### src/design/ohlc_pkg.sv
// ----------------------------------------------------------------------------
// ohlc_pkg
// Shared widths, payload types and state codes of the bid/ask OHLC bar
// aggregator.
// ----------------------------------------------------------------------------
package ohlc_pkg;

    // Field widths of the quote stream and of the emitted bars.
    localparam int TIME_W   = 40;
    localparam int PRICE_W  = 32;
    localparam int PERIOD_W = 17;
    localparam int COUNT_W  = 32;

    // Width of the bit counter of the remainder divider.
    localparam int DIV_CNT_W = $clog2(TIME_W);

    // Bar period after reset, in seconds.
    localparam logic [PERIOD_W-1:0] PERIOD_RESET = PERIOD_W'(600);

    // Request operation codes.
    localparam logic OP_TICK  = 1'b0;
    localparam logic OP_FLUSH = 1'b1;

    // Input request: one quote tick or a flush.
    typedef struct packed {
        logic               opcode;
        logic [TIME_W-1:0]  tick_time;
        logic [PRICE_W-1:0] bid_price;
        logic [PRICE_W-1:0] ask_price;
    } in_item_t;

    // Result request: one finished bar.
    typedef struct packed {
        logic [TIME_W-1:0]  bar_start;
        logic [PRICE_W-1:0] bid_first;
        logic [PRICE_W-1:0] bid_peak;
        logic [PRICE_W-1:0] bid_low;
        logic [PRICE_W-1:0] bid_last;
        logic [PRICE_W-1:0] ask_first;
        logic [PRICE_W-1:0] ask_peak;
        logic [PRICE_W-1:0] ask_low;
        logic [PRICE_W-1:0] ask_last;
        logic [COUNT_W-1:0] tick_count;
    } out_bar_t;

    // Classified job handed from the front end to the bar engine.
    typedef struct packed {
        logic               is_flush;
        logic [TIME_W-1:0]  bucket;
        logic [PRICE_W-1:0] bid;
        logic [PRICE_W-1:0] ask;
    } job_t;

    // Front end states.
    typedef enum logic [1:0] {
        FR_IDLE,
        FR_DIV,
        FR_PUSH
    } front_state_t;

endpackage

### src/design/ohlc_front.sv
// ----------------------------------------------------------------------------
// ohlc_front
// Accepts requests, computes the bucket start of each tick with a bit-serial
// remainder divider and hands classified jobs to the queue.
// ----------------------------------------------------------------------------
module ohlc_front (
    input  logic                              aclk,
    input  logic                              aresetn,
    input  logic [ohlc_pkg::PERIOD_W-1:0]     bar_period,
    input  logic                              s_valid,
    output logic                              s_ready,
    input  ohlc_pkg::in_item_t                s_item,
    output logic                              job_valid,
    input  logic                              job_ready,
    output ohlc_pkg::job_t                    job
);

    ohlc_pkg::front_state_t                   state_reg, state_next;
    ohlc_pkg::in_item_t                       item_reg;
    logic [ohlc_pkg::TIME_W-1:0]              shift_reg, shift_next;
    logic [ohlc_pkg::PERIOD_W-1:0]            rem_reg, rem_next;
    logic [ohlc_pkg::PERIOD_W-1:0]            period_reg;
    logic [ohlc_pkg::DIV_CNT_W-1:0]           cnt_reg, cnt_next;
    logic [ohlc_pkg::PERIOD_W:0]              shifted;
    logic [ohlc_pkg::PERIOD_W:0]              period_ext;
    logic [ohlc_pkg::PERIOD_W:0]              diff;
    logic                                     accept;

    assign accept = s_valid && s_ready;

    // One remainder step: bring in the next timestamp bit, subtract if it fits.
    assign shifted    = {rem_reg, shift_reg[ohlc_pkg::TIME_W-1]};
    assign period_ext = {1'b0, period_reg};
    assign diff       = shifted - period_ext;

    // State register.
    always_ff @(posedge aclk) begin
        if (!aresetn) begin
            state_reg <= ohlc_pkg::FR_IDLE;
        end else begin
            state_reg <= state_next;
        end
    end

    // Datapath registers; a zero period counts as one second.
    always_ff @(posedge aclk) begin
        if (accept) begin
            item_reg   <= s_item;
            period_reg <= (bar_period == '0) ? ohlc_pkg::PERIOD_W'(1) : bar_period;
        end
        shift_reg <= shift_next;
        rem_reg   <= rem_next;
        cnt_reg   <= cnt_next;
    end

    // Next state and outputs.
    always_comb begin
        state_next = state_reg;
        shift_next = shift_reg;
        rem_next   = rem_reg;
        cnt_next   = cnt_reg;
        s_ready    = 1'b0;
        job_valid  = 1'b0;
        case (state_reg)
            ohlc_pkg::FR_IDLE: begin
                s_ready = 1'b1;
                if (s_valid) begin
                    shift_next = s_item.tick_time;
                    rem_next   = '0;
                    cnt_next   = ohlc_pkg::DIV_CNT_W'(ohlc_pkg::TIME_W - 1);
                    if (s_item.opcode == ohlc_pkg::OP_FLUSH) begin
                        state_next = ohlc_pkg::FR_PUSH;
                    end else begin
                        state_next = ohlc_pkg::FR_DIV;
                    end
                end
            end
            ohlc_pkg::FR_DIV: begin
                shift_next = {shift_reg[ohlc_pkg::TIME_W-2:0], 1'b0};
                if (shifted >= period_ext) begin
                    rem_next = diff[ohlc_pkg::PERIOD_W-1:0];
                end else begin
                    rem_next = shifted[ohlc_pkg::PERIOD_W-1:0];
                end
                cnt_next = cnt_reg - 1'b1;
                if (cnt_reg == '0) begin
                    state_next = ohlc_pkg::FR_PUSH;
                end
            end
            ohlc_pkg::FR_PUSH: begin
                job_valid = 1'b1;
                if (job_ready) begin
                    state_next = ohlc_pkg::FR_IDLE;
                end
            end
            default: begin
                state_next = ohlc_pkg::FR_IDLE;
            end
        endcase
    end

    // The bucket start is the timestamp less its remainder by the period.
    always_comb begin
        job.is_flush = (item_reg.opcode == ohlc_pkg::OP_FLUSH);
        job.bucket   = item_reg.tick_time
                       - {{(ohlc_pkg::TIME_W - ohlc_pkg::PERIOD_W){1'b0}}, rem_reg};
        job.bid      = item_reg.bid_price;
        job.ask      = item_reg.ask_price;
    end

endmodule

### src/design/ohlc_fifo.sv
// ----------------------------------------------------------------------------
// ohlc_fifo
// Short queue of classified jobs between the front end and the bar engine.
// ----------------------------------------------------------------------------
module ohlc_fifo #(
    parameter int DEPTH = 2
) (
    input  logic            aclk,
    input  logic            aresetn,
    input  logic            push_valid,
    output logic            push_ready,
    input  ohlc_pkg::job_t  push_job,
    output logic            pop_valid,
    input  logic            pop_ready,
    output ohlc_pkg::job_t  pop_job
);

    localparam int PTR_W = $clog2(DEPTH);
    localparam int CNT_W = $clog2(DEPTH + 1);

    ohlc_pkg::job_t         entry_reg [DEPTH];
    logic [PTR_W-1:0]       wr_ptr_reg;
    logic [PTR_W-1:0]       rd_ptr_reg;
    logic [CNT_W-1:0]       count_reg;
    logic                   do_push;
    logic                   do_pop;

    assign push_ready = (count_reg != CNT_W'(DEPTH));
    assign pop_valid  = (count_reg != '0);
    assign do_push    = push_valid && push_ready;
    assign do_pop     = pop_valid && pop_ready;
    assign pop_job    = entry_reg[rd_ptr_reg];

    // Pointers and fill count.
    always_ff @(posedge aclk) begin
        if (!aresetn) begin
            wr_ptr_reg <= '0;
            rd_ptr_reg <= '0;
            count_reg  <= '0;
        end else begin
            if (do_push) begin
                wr_ptr_reg <= (wr_ptr_reg == PTR_W'(DEPTH - 1)) ? '0 : wr_ptr_reg + 1'b1;
            end
            if (do_pop) begin
                rd_ptr_reg <= (rd_ptr_reg == PTR_W'(DEPTH - 1)) ? '0 : rd_ptr_reg + 1'b1;
            end
            if (do_push && !do_pop) begin
                count_reg <= count_reg + 1'b1;
            end else if (do_pop && !do_push) begin
                count_reg <= count_reg - 1'b1;
            end
        end
    end

    // Entry storage.
    always_ff @(posedge aclk) begin
        if (do_push) begin
            entry_reg[wr_ptr_reg] <= push_job;
        end
    end

endmodule

### src/design/ohlc_back.sv
// ----------------------------------------------------------------------------
// ohlc_back
// Bar engine: keeps the open bar, closes it on a bucket change or flush and
// holds the finished bar in the output register.
// ----------------------------------------------------------------------------
module ohlc_back (
    input  logic                aclk,
    input  logic                aresetn,
    input  logic                job_valid,
    output logic                job_ready,
    input  ohlc_pkg::job_t      job,
    output logic                m_valid,
    input  logic                m_ready,
    output ohlc_pkg::out_bar_t  m_bar
);

    logic                       open_reg;
    ohlc_pkg::out_bar_t         bar_reg;
    ohlc_pkg::out_bar_t         out_reg;
    logic                       out_valid_reg;
    logic                       take;
    logic                       emit;
    logic                       start;

    // A job is taken only when the output register can hold a result.
    assign job_ready = !out_valid_reg || m_ready;
    assign take      = job_valid && job_ready;
    assign emit      = take && open_reg && (job.is_flush || (job.bucket != bar_reg.bar_start));
    assign start     = take && !job.is_flush && (!open_reg || (job.bucket != bar_reg.bar_start));

    assign m_valid = out_valid_reg;
    assign m_bar   = out_reg;

    // Control state.
    always_ff @(posedge aclk) begin
        if (!aresetn) begin
            open_reg      <= 1'b0;
            out_valid_reg <= 1'b0;
        end else begin
            if (take) begin
                open_reg <= !job.is_flush;
            end
            if (emit) begin
                out_valid_reg <= 1'b1;
            end else if (m_ready) begin
                out_valid_reg <= 1'b0;
            end
        end
    end

    // Finished bar goes to the output register.
    always_ff @(posedge aclk) begin
        if (emit) begin
            out_reg <= bar_reg;
        end
    end

    // Open a new bar or extend the current one.
    always_ff @(posedge aclk) begin
        if (start) begin
            bar_reg.bar_start  <= job.bucket;
            bar_reg.bid_first  <= job.bid;
            bar_reg.bid_peak   <= job.bid;
            bar_reg.bid_low    <= job.bid;
            bar_reg.bid_last   <= job.bid;
            bar_reg.ask_first  <= job.ask;
            bar_reg.ask_peak   <= job.ask;
            bar_reg.ask_low    <= job.ask;
            bar_reg.ask_last   <= job.ask;
            bar_reg.tick_count <= ohlc_pkg::COUNT_W'(1);
        end else if (take && !job.is_flush) begin
            if (job.bid > bar_reg.bid_peak) begin
                bar_reg.bid_peak <= job.bid;
            end
            if (job.bid < bar_reg.bid_low) begin
                bar_reg.bid_low <= job.bid;
            end
            bar_reg.bid_last <= job.bid;
            if (job.ask > bar_reg.ask_peak) begin
                bar_reg.ask_peak <= job.ask;
            end
            if (job.ask < bar_reg.ask_low) begin
                bar_reg.ask_low <= job.ask;
            end
            bar_reg.ask_last <= job.ask;
            if (bar_reg.tick_count != '1) begin
                bar_reg.tick_count <= bar_reg.tick_count + 1'b1;
            end
        end
    end

endmodule

### src/design/bid_ask_ohlc_bar_aggregator.sv
// ----------------------------------------------------------------------------
// bid_ask_ohlc_bar_aggregator
// Groups quote ticks into fixed time buckets and emits bid and ask OHLC bars.
// ----------------------------------------------------------------------------
// Usage:
// The s_ channel takes one request per handshake: a quote tick (opcode tick)
// or a flush. The m_ channel delivers one finished bar per handshake. The
// cfg_ channel writes the bar period in seconds (zero acts as one second);
// write it only while no request is in flight.
// A tick holds the front end while it is accepted, while the serial remainder
// divider works through the timestamp one bit per cycle, and until the job
// enters the job queue, which stalls while the queue is full. A flush skips
// the divider. The front end takes no new request until the last one is queued.
// A bar closed by a tick or a flush appears on m_valid once that request has
// passed the queue and the bar engine has loaded the output register. The
// first tick only opens a bar and a flush with no open bar gives no result.
// When the receiver stalls, the bar waits in the output register; the queue
// of QUEUE_DEPTH jobs keeps the front end taking requests until it fills.
// Synchronous reset closes any open bar, empties the queue and sets the
// period to 600 seconds.
// ----------------------------------------------------------------------------
module bid_ask_ohlc_bar_aggregator #(
    parameter int QUEUE_DEPTH = 2
) (
    input  logic                              aclk,
    input  logic                              aresetn,
    input  logic                              s_valid,
    output logic                              s_ready,
    input  ohlc_pkg::in_item_t                s_item,
    output logic                              m_valid,
    input  logic                              m_ready,
    output ohlc_pkg::out_bar_t                m_bar,
    input  logic                              cfg_valid,
    output logic                              cfg_ready,
    input  logic [ohlc_pkg::PERIOD_W-1:0]     cfg_data
);

    logic [ohlc_pkg::PERIOD_W-1:0]            period_reg;
    logic                                     fj_valid;
    logic                                     fj_ready;
    ohlc_pkg::job_t                           fj_job;
    logic                                     bj_valid;
    logic                                     bj_ready;
    ohlc_pkg::job_t                           bj_job;

    // Configuration register.
    assign cfg_ready = 1'b1;

    always_ff @(posedge aclk) begin
        if (!aresetn) begin
            period_reg <= ohlc_pkg::PERIOD_RESET;
        end else if (cfg_valid && cfg_ready) begin
            period_reg <= cfg_data;
        end
    end

    // Front end: accept and compute buckets.
    ohlc_front u_front (
        .aclk       (aclk),
        .aresetn    (aresetn),
        .bar_period (period_reg),
        .s_valid    (s_valid),
        .s_ready    (s_ready),
        .s_item     (s_item),
        .job_valid  (fj_valid),
        .job_ready  (fj_ready),
        .job        (fj_job)
    );

    // Job queue.
    ohlc_fifo #(
        .DEPTH (QUEUE_DEPTH)
    ) u_fifo (
        .aclk       (aclk),
        .aresetn    (aresetn),
        .push_valid (fj_valid),
        .push_ready (fj_ready),
        .push_job   (fj_job),
        .pop_valid  (bj_valid),
        .pop_ready  (bj_ready),
        .pop_job    (bj_job)
    );

    // Bar engine.
    ohlc_back u_back (
        .aclk      (aclk),
        .aresetn   (aresetn),
        .job_valid (bj_valid),
        .job_ready (bj_ready),
        .job       (bj_job),
        .m_valid   (m_valid),
        .m_ready   (m_ready),
        .m_bar     (m_bar)
    );

    // An emitted bar always holds at least one tick.
    assert property (@(posedge aclk) disable iff (!aresetn)
        m_valid |-> (m_bar.tick_count != '0))
        else $error("emitted bar with zero ticks");

    // The bid extremes bracket the first and last bid.
    assert property (@(posedge aclk) disable iff (!aresetn)
        m_valid |-> (m_bar.bid_low <= m_bar.bid_first && m_bar.bid_first <= m_bar.bid_peak
                     && m_bar.bid_low <= m_bar.bid_last && m_bar.bid_last <= m_bar.bid_peak))
        else $error("bid first or last outside bid low and peak");

    // The ask extremes bracket the first and last ask.
    assert property (@(posedge aclk) disable iff (!aresetn)
        m_valid |-> (m_bar.ask_low <= m_bar.ask_first && m_bar.ask_first <= m_bar.ask_peak
                     && m_bar.ask_low <= m_bar.ask_last && m_bar.ask_last <= m_bar.ask_peak))
        else $error("ask first or last outside ask low and peak");

endmodule
### config.mk
export PLATFORM = sky130hd
export DESIGN_NAME = bid_ask_ohlc_bar_aggregator
export DESIGN_NICKNAME = d
export VERILOG_FILES = /design/src/design/ohlc_pkg.sv /design/src/design/ohlc_front.sv /design/src/design/ohlc_fifo.sv /design/src/design/ohlc_back.sv /design/src/design/bid_ask_ohlc_bar_aggregator.sv
export SDC_FILE = /design/constraint.sdc
export NUM_CORES = 1
export LEC_CHECK = 0
export ABC_AREA = 1
export BUFFER_PORTS_ARGS = -buffer_cell sky130_fd_sc_hd__buf_4
export CAP_MARGIN = 30
export CORE_ASPECT_RATIO = 1.5
export CORE_MARGIN = 5
export CORE_UTILIZATION = 35
export CTS_CLUSTER_DIAMETER = 150
export DETAILED_ROUTE_END_ITERATION = 16
export SYNTH_ARGS = -nofsm -noshare
export SYNTH_HDL_FRONTEND = slang
export SYNTH_SLANG_ARGS = --single-unit
### constraint.sdc
create_clock -name aclk -period 12.65 [get_ports aclk]
set_input_delay 1.265 -clock aclk [delete_from_list [all_inputs] [get_ports aclk]]
set_output_delay 1.265 -clock aclk [all_outputs]
set_load 0.02 [all_outputs]
; ---- Word-level counts from Yosys, hierarchy flattened
; Memories as Yosys holds them, arrays and structs flattened. A register that Yosys moved wholly into a read port is not among the register bits.
; Index checks and enable logic that the tools add are counted.
[op_classes]
add_sub_neg = 8
n_lt_le_gt_ge = 5
eq_ne = 8
mux = 33
n_reduce_logical = 36
[ops]
columns = cell, count
row1 = $mux 128, 2
row2 = $mux 96, 2
row3 = $mux 32, 5
row4 = $pmux 40 s2, 1
row5 = $gt 32x32->1, 2
row6 = $lt 32x32->1, 2
row7 = $mux 40, 1
row8 = $ne 40x40->1, 1
row9 = $sub 40x17->40, 1
row10 = $mux 17, 2
row11 = $pmux 17 s2, 1
row12 = $add 32x1->32 const B, 1
row13 = $ne 32x32->1 const B, 1
row14 = $ge 18x17->1, 1
row15 = $reduce_bool 2->1, 9
row16 = $logic_not 17->1, 1
row17 = $sub 17x17->17, 1
row18 = $mux 2, 6
row19 = $pmux 6 s2, 1
row20 = $reduce_and 2->1, 6
row21 = $mux 1, 10
row22 = $logic_and 1x1->1, 9
row23 = $logic_not 6->1, 1
row24 = $mux 6, 1
row25 = 13 further kinds, 22
[word_totals]
register_bits = 866
ramBits = 210
inputBits = 127
output_inout_bits = 331
word_cells = 126
mem_count = 1
[mem_list]
columns = name, words, word_bits, rd, rd_clocked_by_memory_dff, write_ports, line_no
row1 = u_fifo.entry_reg, 2, 105, 1, 1, 1, ohlc_fifo.sv:21  ; ohlc_pkg::job_t entry_reg [DEPTH];

; ---- Logic depth before layout (Yosys ltp)
; Gate-level depths: netlist (run 1).
[depth]
depth_word = 7
mapped_depth = 19
depth_no_buf = 15

; ---- Cells and area by module
; Synthesis (run 1) repeated with hierarchy kept, for this count alone.
[hier_totals]
hier_cells = 3415
area_unflattened_um2 = 44492.7
[modules_own_cells]
columns = module, instances, cells_each, area_per_inst_um2, seq_area_each_um2
row1 = ohlc_back, 1, 1714, 25099.1, 19418.6
row2 = ohlc_front, 1, 1235, 10622.7, 5595.4
row3 = ohlc_fifo, 1, 364, 8067.7, 6406.1
row4 = bid_ask_ohlc_bar_aggregator, 1, 102, 703.2, 340.3

; ---- Least setup slack after synthesis (run 1)
; No wires, ideal clock.
[synth_path]
kind = in2reg
startpoint = input port m_ready
endpoint = register u_back.out_reg, in the netlist u_back.m_bar[0] (enable)
arrival_time_ns = 8.199
required_ns = 11.972
setup_slack_ns = 3.773
stages = 6
path_cell_list = nor2_1 -> a21oi_1 -> nand2_1 -> inv_1 -> nand2_1 -> inv_1
[synth_via]
elab_chain_len = 4
[synth_rtl]
columns = item, line_no
row1 = "start, declared", bid_ask_ohlc_bar_aggregator.sv:31  ; input logic m_ready,
row2 = $logic_or 1x1->1, ohlc_back.sv:26  ; assign job_ready = !out_valid_reg || m_ready;
row3 = $logic_and 1x1->1, ohlc_back.sv:27  ; assign take = job_valid && job_ready;
row4 = $logic_and 1x1->1 (2 in series), ohlc_back.sv:28  ; assign emit = take && open_reg && (job.is_flush || (job.bucket != bar_reg.bar_start));
row5 = via u_back.emit, ohlc_back.sv:22  ; logic emit;
row6 = "end signal, assigned", ohlc_back.sv:54  ; out_reg <= bar_reg;
row7 = "end, declared", ohlc_back.sv:19  ; ohlc_pkg::out_bar_t out_reg;
; The timed path passes the listed nets, and every way through them passes these cells.
; A chain may end at the register's enable or synchronous reset.

==> flow_summary.ini, run 1 <==
[drt]
dr.pass1.iters = 5
antenna_left = 0
drt_wl_total_mm = 105
drtIter0Drc = 1345
via_count = 24951
avgRoutedWirePerCell_um = 19.6
drcViolationCount = 0
viasPerCell = 4.65

[placed_design]
pre_cts_ws_ns = 6.86
dpl.hpwl_mm = 75.1
dpl-instance-area_um2 = 47900
gp_congestion = 0.915
portBuffers = 456

[synthesis]
synth-compound-area-share = 0.0365
ys_types = 51
yosys.area_share.simple = 0.115
syn_area_per_cell_um2 = 13.4
yosys.area.top_type_share = 0.718
async_reset_ff_frac = 0
synthXorXnorAreaFrac = 0.0144
synth_fp_nets = 3478
synth_edf_count = 1019
synthAdderAreaFrac = 0.0491
yosysTopAreaCell = edfxtp_1
synthCells = 3185
yosysMostFrequentCell = edfxtp_1
synth.area.mux_share = 0.000529
synth_top_family_by_area = simple AND/OR/NAND/NOR gates
syn-cell-area_um2 = 42600
ys_seq_area_frac = 0.746
synth_common_cells = edfxtp_1, nand2_1, inv_1
synthTopCellsByArea = edfxtp_1, nand2_1, ha_1
ys.warnings.count = 0
synthFlopType = edfxtp_1
ys_seq_elements = 1077

[clock_tree]
clock_sinks = 1077
path_clk_slew_ns = 0.07
hold_buffers = 0
clock_latency_ns = 0.72
clockBufferDepth = 3
cts_buffers = 100
tritoncts = done
h-tree-depth = 3
cts-root-buf = clkbuf_16
cts_resized = 0
postCtsSetupRepairBufs = 0

[cells_and_area]
syn2layout_area_growth_pct = 20.4
stdcell_area_um2 = 51300
drive_above_1_share = 0.184
nets = 3988

[sta]
final.setup.tns_ns = 0
fmax_mhz = 180
fin_ws_ns = 7.08
rsz0062_at_grt = false
min_period_over_period = 0.440
clock_skew_ns = 0.0456
finalMaxSlewViolations = 0
hold_violations = 0
timing.hold.ws_ns = 0.410
post-route-min-period_ns = 5.57
max_slew.worst_pin.slew_ns = 0.991
setup_viol = 0
slew_headroom = 0.339

[die]
die_h_um = 437
die_x_um = 295
num_io_pins = 458
die_area_um2 = 129000
rows = 156
coreArea_um2 = 121000
start_util = 0.353

[worst_setup_path]
path_max_fanout = 114
r2r_slack_ns = 7.08
arrival_ns = 5.90
required_ns = 12.98
cp-end-kind = register
crit_end = u_back.m_bar[64]
reg2reg_to = u_back.m_bar[64]
reg2reg_depth = 13
path_class = register to register
start_kind = register

[global_routing]
grt_pass1_wl_mm = 154
grt_overflow = 0
gr-usage-all-layers = 0.158
grt_pass1_vias = 25048
antenna_found_initial = 7
grt_max_degree = 115

[run]
drv_cap = 0

[worst_hold_path]
holdCritPathClass = register to register
hold_depth = 0
min_from = u_back.bar_reg[85]

[outcome]
status = completed

[power]
leakage_nw = 20.0
peakVddDrop_mv = 0.130
power_mw = 11.3
powerDensity_nw_per_um2 = 221
## cell usage in the layout, fill, tap and decap left out, types with 16 or more instances in the layout
cell,count
nand3b_1,23
edfxtp_1,1019
nand3_1,70
dfxtp_1,57
buf_4,476
inv_1,344
nor3_1,27
o21ai_0,112
xnor2_1,27
or2_2,32
nand4_1,35
nand2_1,697
clkinv_1,22
ha_1,164
clkbuf_1,16
nor2_1,239
xor2_1,43
a21oi_1,117
clkbuf_16,101
## worst max-delay path, cell delays in order (launching register included)
cell	delay, ns
dfxtp_4	0.84
buf_4	0.73
nand2_1	0.16
nand3b_1	0.13
nand2_1	0.11
nand2_1	0.09
nor2_1	0.04
nand2_1	0.09
nor2_4	0.06
nand4_1	0.17
nand2_1	0.20
inv_8	0.56
buf_4	0.79
buf_4	0.89
## per-layer routing
metal | global-route usage | routed length [um] | vias up
li1 | - | - | 12070
met1 | 0.187 | 40700 | 11989
met2 | 0.286 | 54500 | 720
met3 | 0.0276 | 6390 | 168
met4 | 0.0607 | 3610 | 4
met5 | 0 | 22 | -
## area by class of cell
| type | count | area (um^2) |
|---|---|---|
| Fill cell | 11066 | 69500 |
| Sequential cell | 1077 | 31800 |
| Multi-Input combinational cell | 1687 | 9220 |
| Timing Repair Buffer | 478 | 3630 |
| Clock buffer | 117 | 2590 |
| Tap cell | 1580 | 1980 |
| Inverter | 351 | 1340 |
| Clock inverter | 69 | 781 |
| Antenna cell | 4 | 10.0 |
## how the worst min path moves through the flow
stage          slack [ns]           endpoint
6_report             0.41   u_back.m_bar[85]
2_1_floorplan        0.40  u_back.m_bar[128]
3_5_place_dp         0.40  u_back.m_bar[149]
4_1_cts              0.41   u_back.m_bar[85]
3_3_place_gp         0.40  u_back.m_bar[145]
5_1_grt              0.42   u_back.m_bar[54]
## power breakdown
| group | internal [mW] | switching [mW] | total, mW |
|---|---|---|---|
| sequential | 5.05 | 0.399 | 5.45 |
| clock | 1.73 | 1.35 | 3.08 |
| combinational | 0.839 | 1.96 | 2.80 |
## kinds of logic (layout without fill, tap and decap cells)
group / after synthesis / after routing
AO/OA/AOI/OAI: 284 / 284
flip-flops: 1077 / 1077
XOR/XNOR: 70 / 70
other: 1 / 5
multiplexers: 1 / 1
buffers and inverters: 421 / 1015
AND/OR/NAND/NOR: 1165 / 1165
adder cells (fa/ha/maj): 166 / 166
## stage by stage
stage | util | std cells
after floorplan | - | 3185
after global placement | 0.396 | 5171
after detailed placement | 0.396 | 5172
after CTS | 0.424 | 5358
after global routing | 0.425 | 5360
final | 0.425 | 5363
No activity file was read; power rests on OpenSTA's default activity.
==> run 2: changes to the inputs <==
--- a/config.mk
+++ b/config.mk
@@ -5,7 +5,7 @@
 export SDC_FILE = /design/constraint.sdc
 export NUM_CORES = 1
 export LEC_CHECK = 0
-export ABC_AREA = 1
+export ABC_AREA = 0
 export BUFFER_PORTS_ARGS = -buffer_cell sky130_fd_sc_hd__buf_4
 export CAP_MARGIN = 30
 export CORE_ASPECT_RATIO = 1.5
==> constraint.sdc (replaced) <==
create_clock -name aclk -period 5.1 [get_ports aclk]
set_input_delay 0.51 -clock aclk [delete_from_list [all_inputs] [get_ports aclk]]
set_output_delay 0.51 -clock aclk [all_outputs]
set_load 0.02 [all_outputs]
==> flow_summary.ini, run 2 <==
[sta]
clock_skew_ns = 0.0398
timing.hold.ws_ns = 0.0582
setup_viol = 0
max_slew.worst_pin.slew_ns = 1.01
rsz0062_at_grt = false
slew_headroom = 0.320
finalMaxSlewViolations = 0
fmax_mhz = 242
hold_violations = 0
fin_ws_ns = 0.972
post-route-min-period_ns = 4.13
min_period_over_period = 0.809

[worst_setup_path]
cp_common_cell = o21ai_0
required_ns = 5.40
start_kind = register
path_class = register to register
cp-end-kind = register
arrival_ns = 4.43
cpMaxStageDelayCell = dfxtp_4
path_max_fanout = 32
worstPathCellList = buf_12, mux2_2, ha_1, a21o_1, a211oi_1, o21ai_0, o21ai_0, a31o_2, a31oi_1, o21bai_4, buf_4
slowest_delay_ns = 0.58

[synthesis]
yosysTopAreaCell = edfxtp_1
syn-cell-area_um2 = 41300
yosys.area.top_type_share = 0.740
yosysMostFrequentCell = edfxtp_1
synthFlopType = edfxtp_1
synthCells = 2490
synth_fp_nets = 2783
ys_seq_area_frac = 0.768
synth_common_cells = edfxtp_1, inv_1, nand2_1
ys.warnings.count = 0
synth_edf_count = 1019
synthTopCellsByArea = edfxtp_1, ha_1, dfxtp_1
async_reset_ff_frac = 0
ys_types = 62
syn_area_per_cell_um2 = 16.6
ys_seq_elements = 1077

[global_routing]
grt_pass1_wl_mm = 152
antenna_found_initial = 3
gr-usage-all-layers = 0.161
grt_pass1_vias = 23009
grt_max_degree = 138
grt_overflow = 0

[clock_tree]
h-tree-depth = 3
clockBufferDepth = 3
cts-root-buf = clkbuf_16
clock_sinks = 1077
path_clk_slew_ns = 0.06
clock_latency_ns = 0.70
hold_buffers = 105
cts_resized = 0
tritoncts = done
cts_buffers = 105
postCtsSetupRepairBufs = 0

[drt]
dr.pass1.iters = 6
drcViolationCount = 0
avgRoutedWirePerCell_um = 21.7
drt_wl_total_mm = 104
viasPerCell = 4.70
antenna_left = 0
via_count = 22488
drtIter0Drc = 1626

[cells_and_area]
final_cells = 4783
multiInputGateArea_um2 = 8830
regArea_um2 = 31800
stdcell_area_um2 = 51700
syn2layout_area_growth_pct = 24.9
drive_above_1_share = 0.243
nets = 3425
fill_cells = 10324
layout_common_cells = edfxtp_1, buf_4, inv_1
mostFrequentLayoutCell = edfxtp_1

[outcome]
status = completed

[placed_design]
gp_congestion = 0.841
portBuffers = 456
place_inst = 4480
dpl.hpwl_mm = 74.9
pre_cts_ws_ns = 0.958
dpl-instance-area_um2 = 47100

[die]
die_x_um = 291
rows = 154
coreArea_um2 = 117000
num_io_pins = 458
die_area_um2 = 125000
die_h_um = 431
start_util = 0.352

[run]
drv_cap = 0

[power]
powerDensity_nw_per_um2 = 506
peakVddDrop_mv = 0.256
leakage_nw = 19.2

[worst_hold_path]
holdCritPathClass = input pin to register
min_from = s_item[26]
## run 2: cell count changes after synthesis, moves of 19 or more
cell	before	now
nand2_1	699	175
inv_1	345	181
nor2_1	243	111
mux2_2	0	102
o21ai_0	112	44
a21oi_1	118	52
nand3_1	70	26
and2_1	0	42
mux2i_1	0	33
or2_2	32	1
xor2_1	43	74
nor2b_1	0	30
xnor2_1	27	49
nand3b_1	23	4
## run 2: cell type report
cell class,instances,area share
multi-input combinational,1172,0.171
tap,1560,0.0378
timing repair buffer,595,0.0943
clock buffer,131,0.0533
inverter,181,0.0132
sequential,1077,0.615
antenna,1,0.0000484
clock inverter,66,0.0155
## run 2: power breakdown
group	internal [mW]	switching (mW)	total (mW)	leakage (nW)
combinational	2.00	3.37	5.37	7.57
clock	4.50	3.41	7.92	1.68
sequential	12.0	0.868	12.8	9.91
## run 2: kinds of logic after synthesis
logic type / count (synthesis) / share of synthesized area
compound gates: 213 / 0.0338
xor+xnor: 123 / 0.0261
fa+ha+maj: 166 / 0.0506
buf+inv: 241 / 0.0220
flops: 1077 / 0.768
mux: 135 / 0.0358
other cells: 1 / 0.0000907
simple gates: 534 / 0.0636
## run 2: metrics by stage
step	utilization	TNS [ns]	power, mW
6_report	0.440	0	26.1
4_1_cts	0.440	0	26.5
5_1_grt	0.440	0	27.4
3_5_place_dp	0.401	0	18.4
3_3_place_gp	0.400	0	18.3
2_1_floorplan	-	-1714.60	16.1
## run 2: final timing paths
| check | endpoint | slack [ns] | depth (start not counted) |
|---|---|---|---|
| setup / recovery | u_back.bar_reg[199] | 0.97 | 11 |
| hold / removal | u_front.job[26] | 0.06 | 1 |
| setup reg to reg | u_back.bar_reg[199] | 0.97 | 11 |
| hold reg to reg | u_back.m_bar[38] | 0.39 | 0 |
## run 2: worst max-delay path: cells and delay by family, from the launching register on
kind	cells	cell delay (ns)
adders and majority gates	1	0.32
DFF	1	0.58
muxes	1	0.43
AOI/OAI and AO/OA	7	1.59
buffers and inverters	2	0.76
## run 2: layer usage
| layer | global-route usage | up-vias | part of all wire |
|---|---|---|---|
| met1 | 0.205 | 11046 | 0.41 |
| met5 | 0 | - | 0 |
| met2 | 0.275 | 764 | 0.49 |
| li1 | - | 10543 | - |
| met4 | 0.0510 | 0 | 0.027 |
| met3 | 0.0380 | 135 | 0.070 |
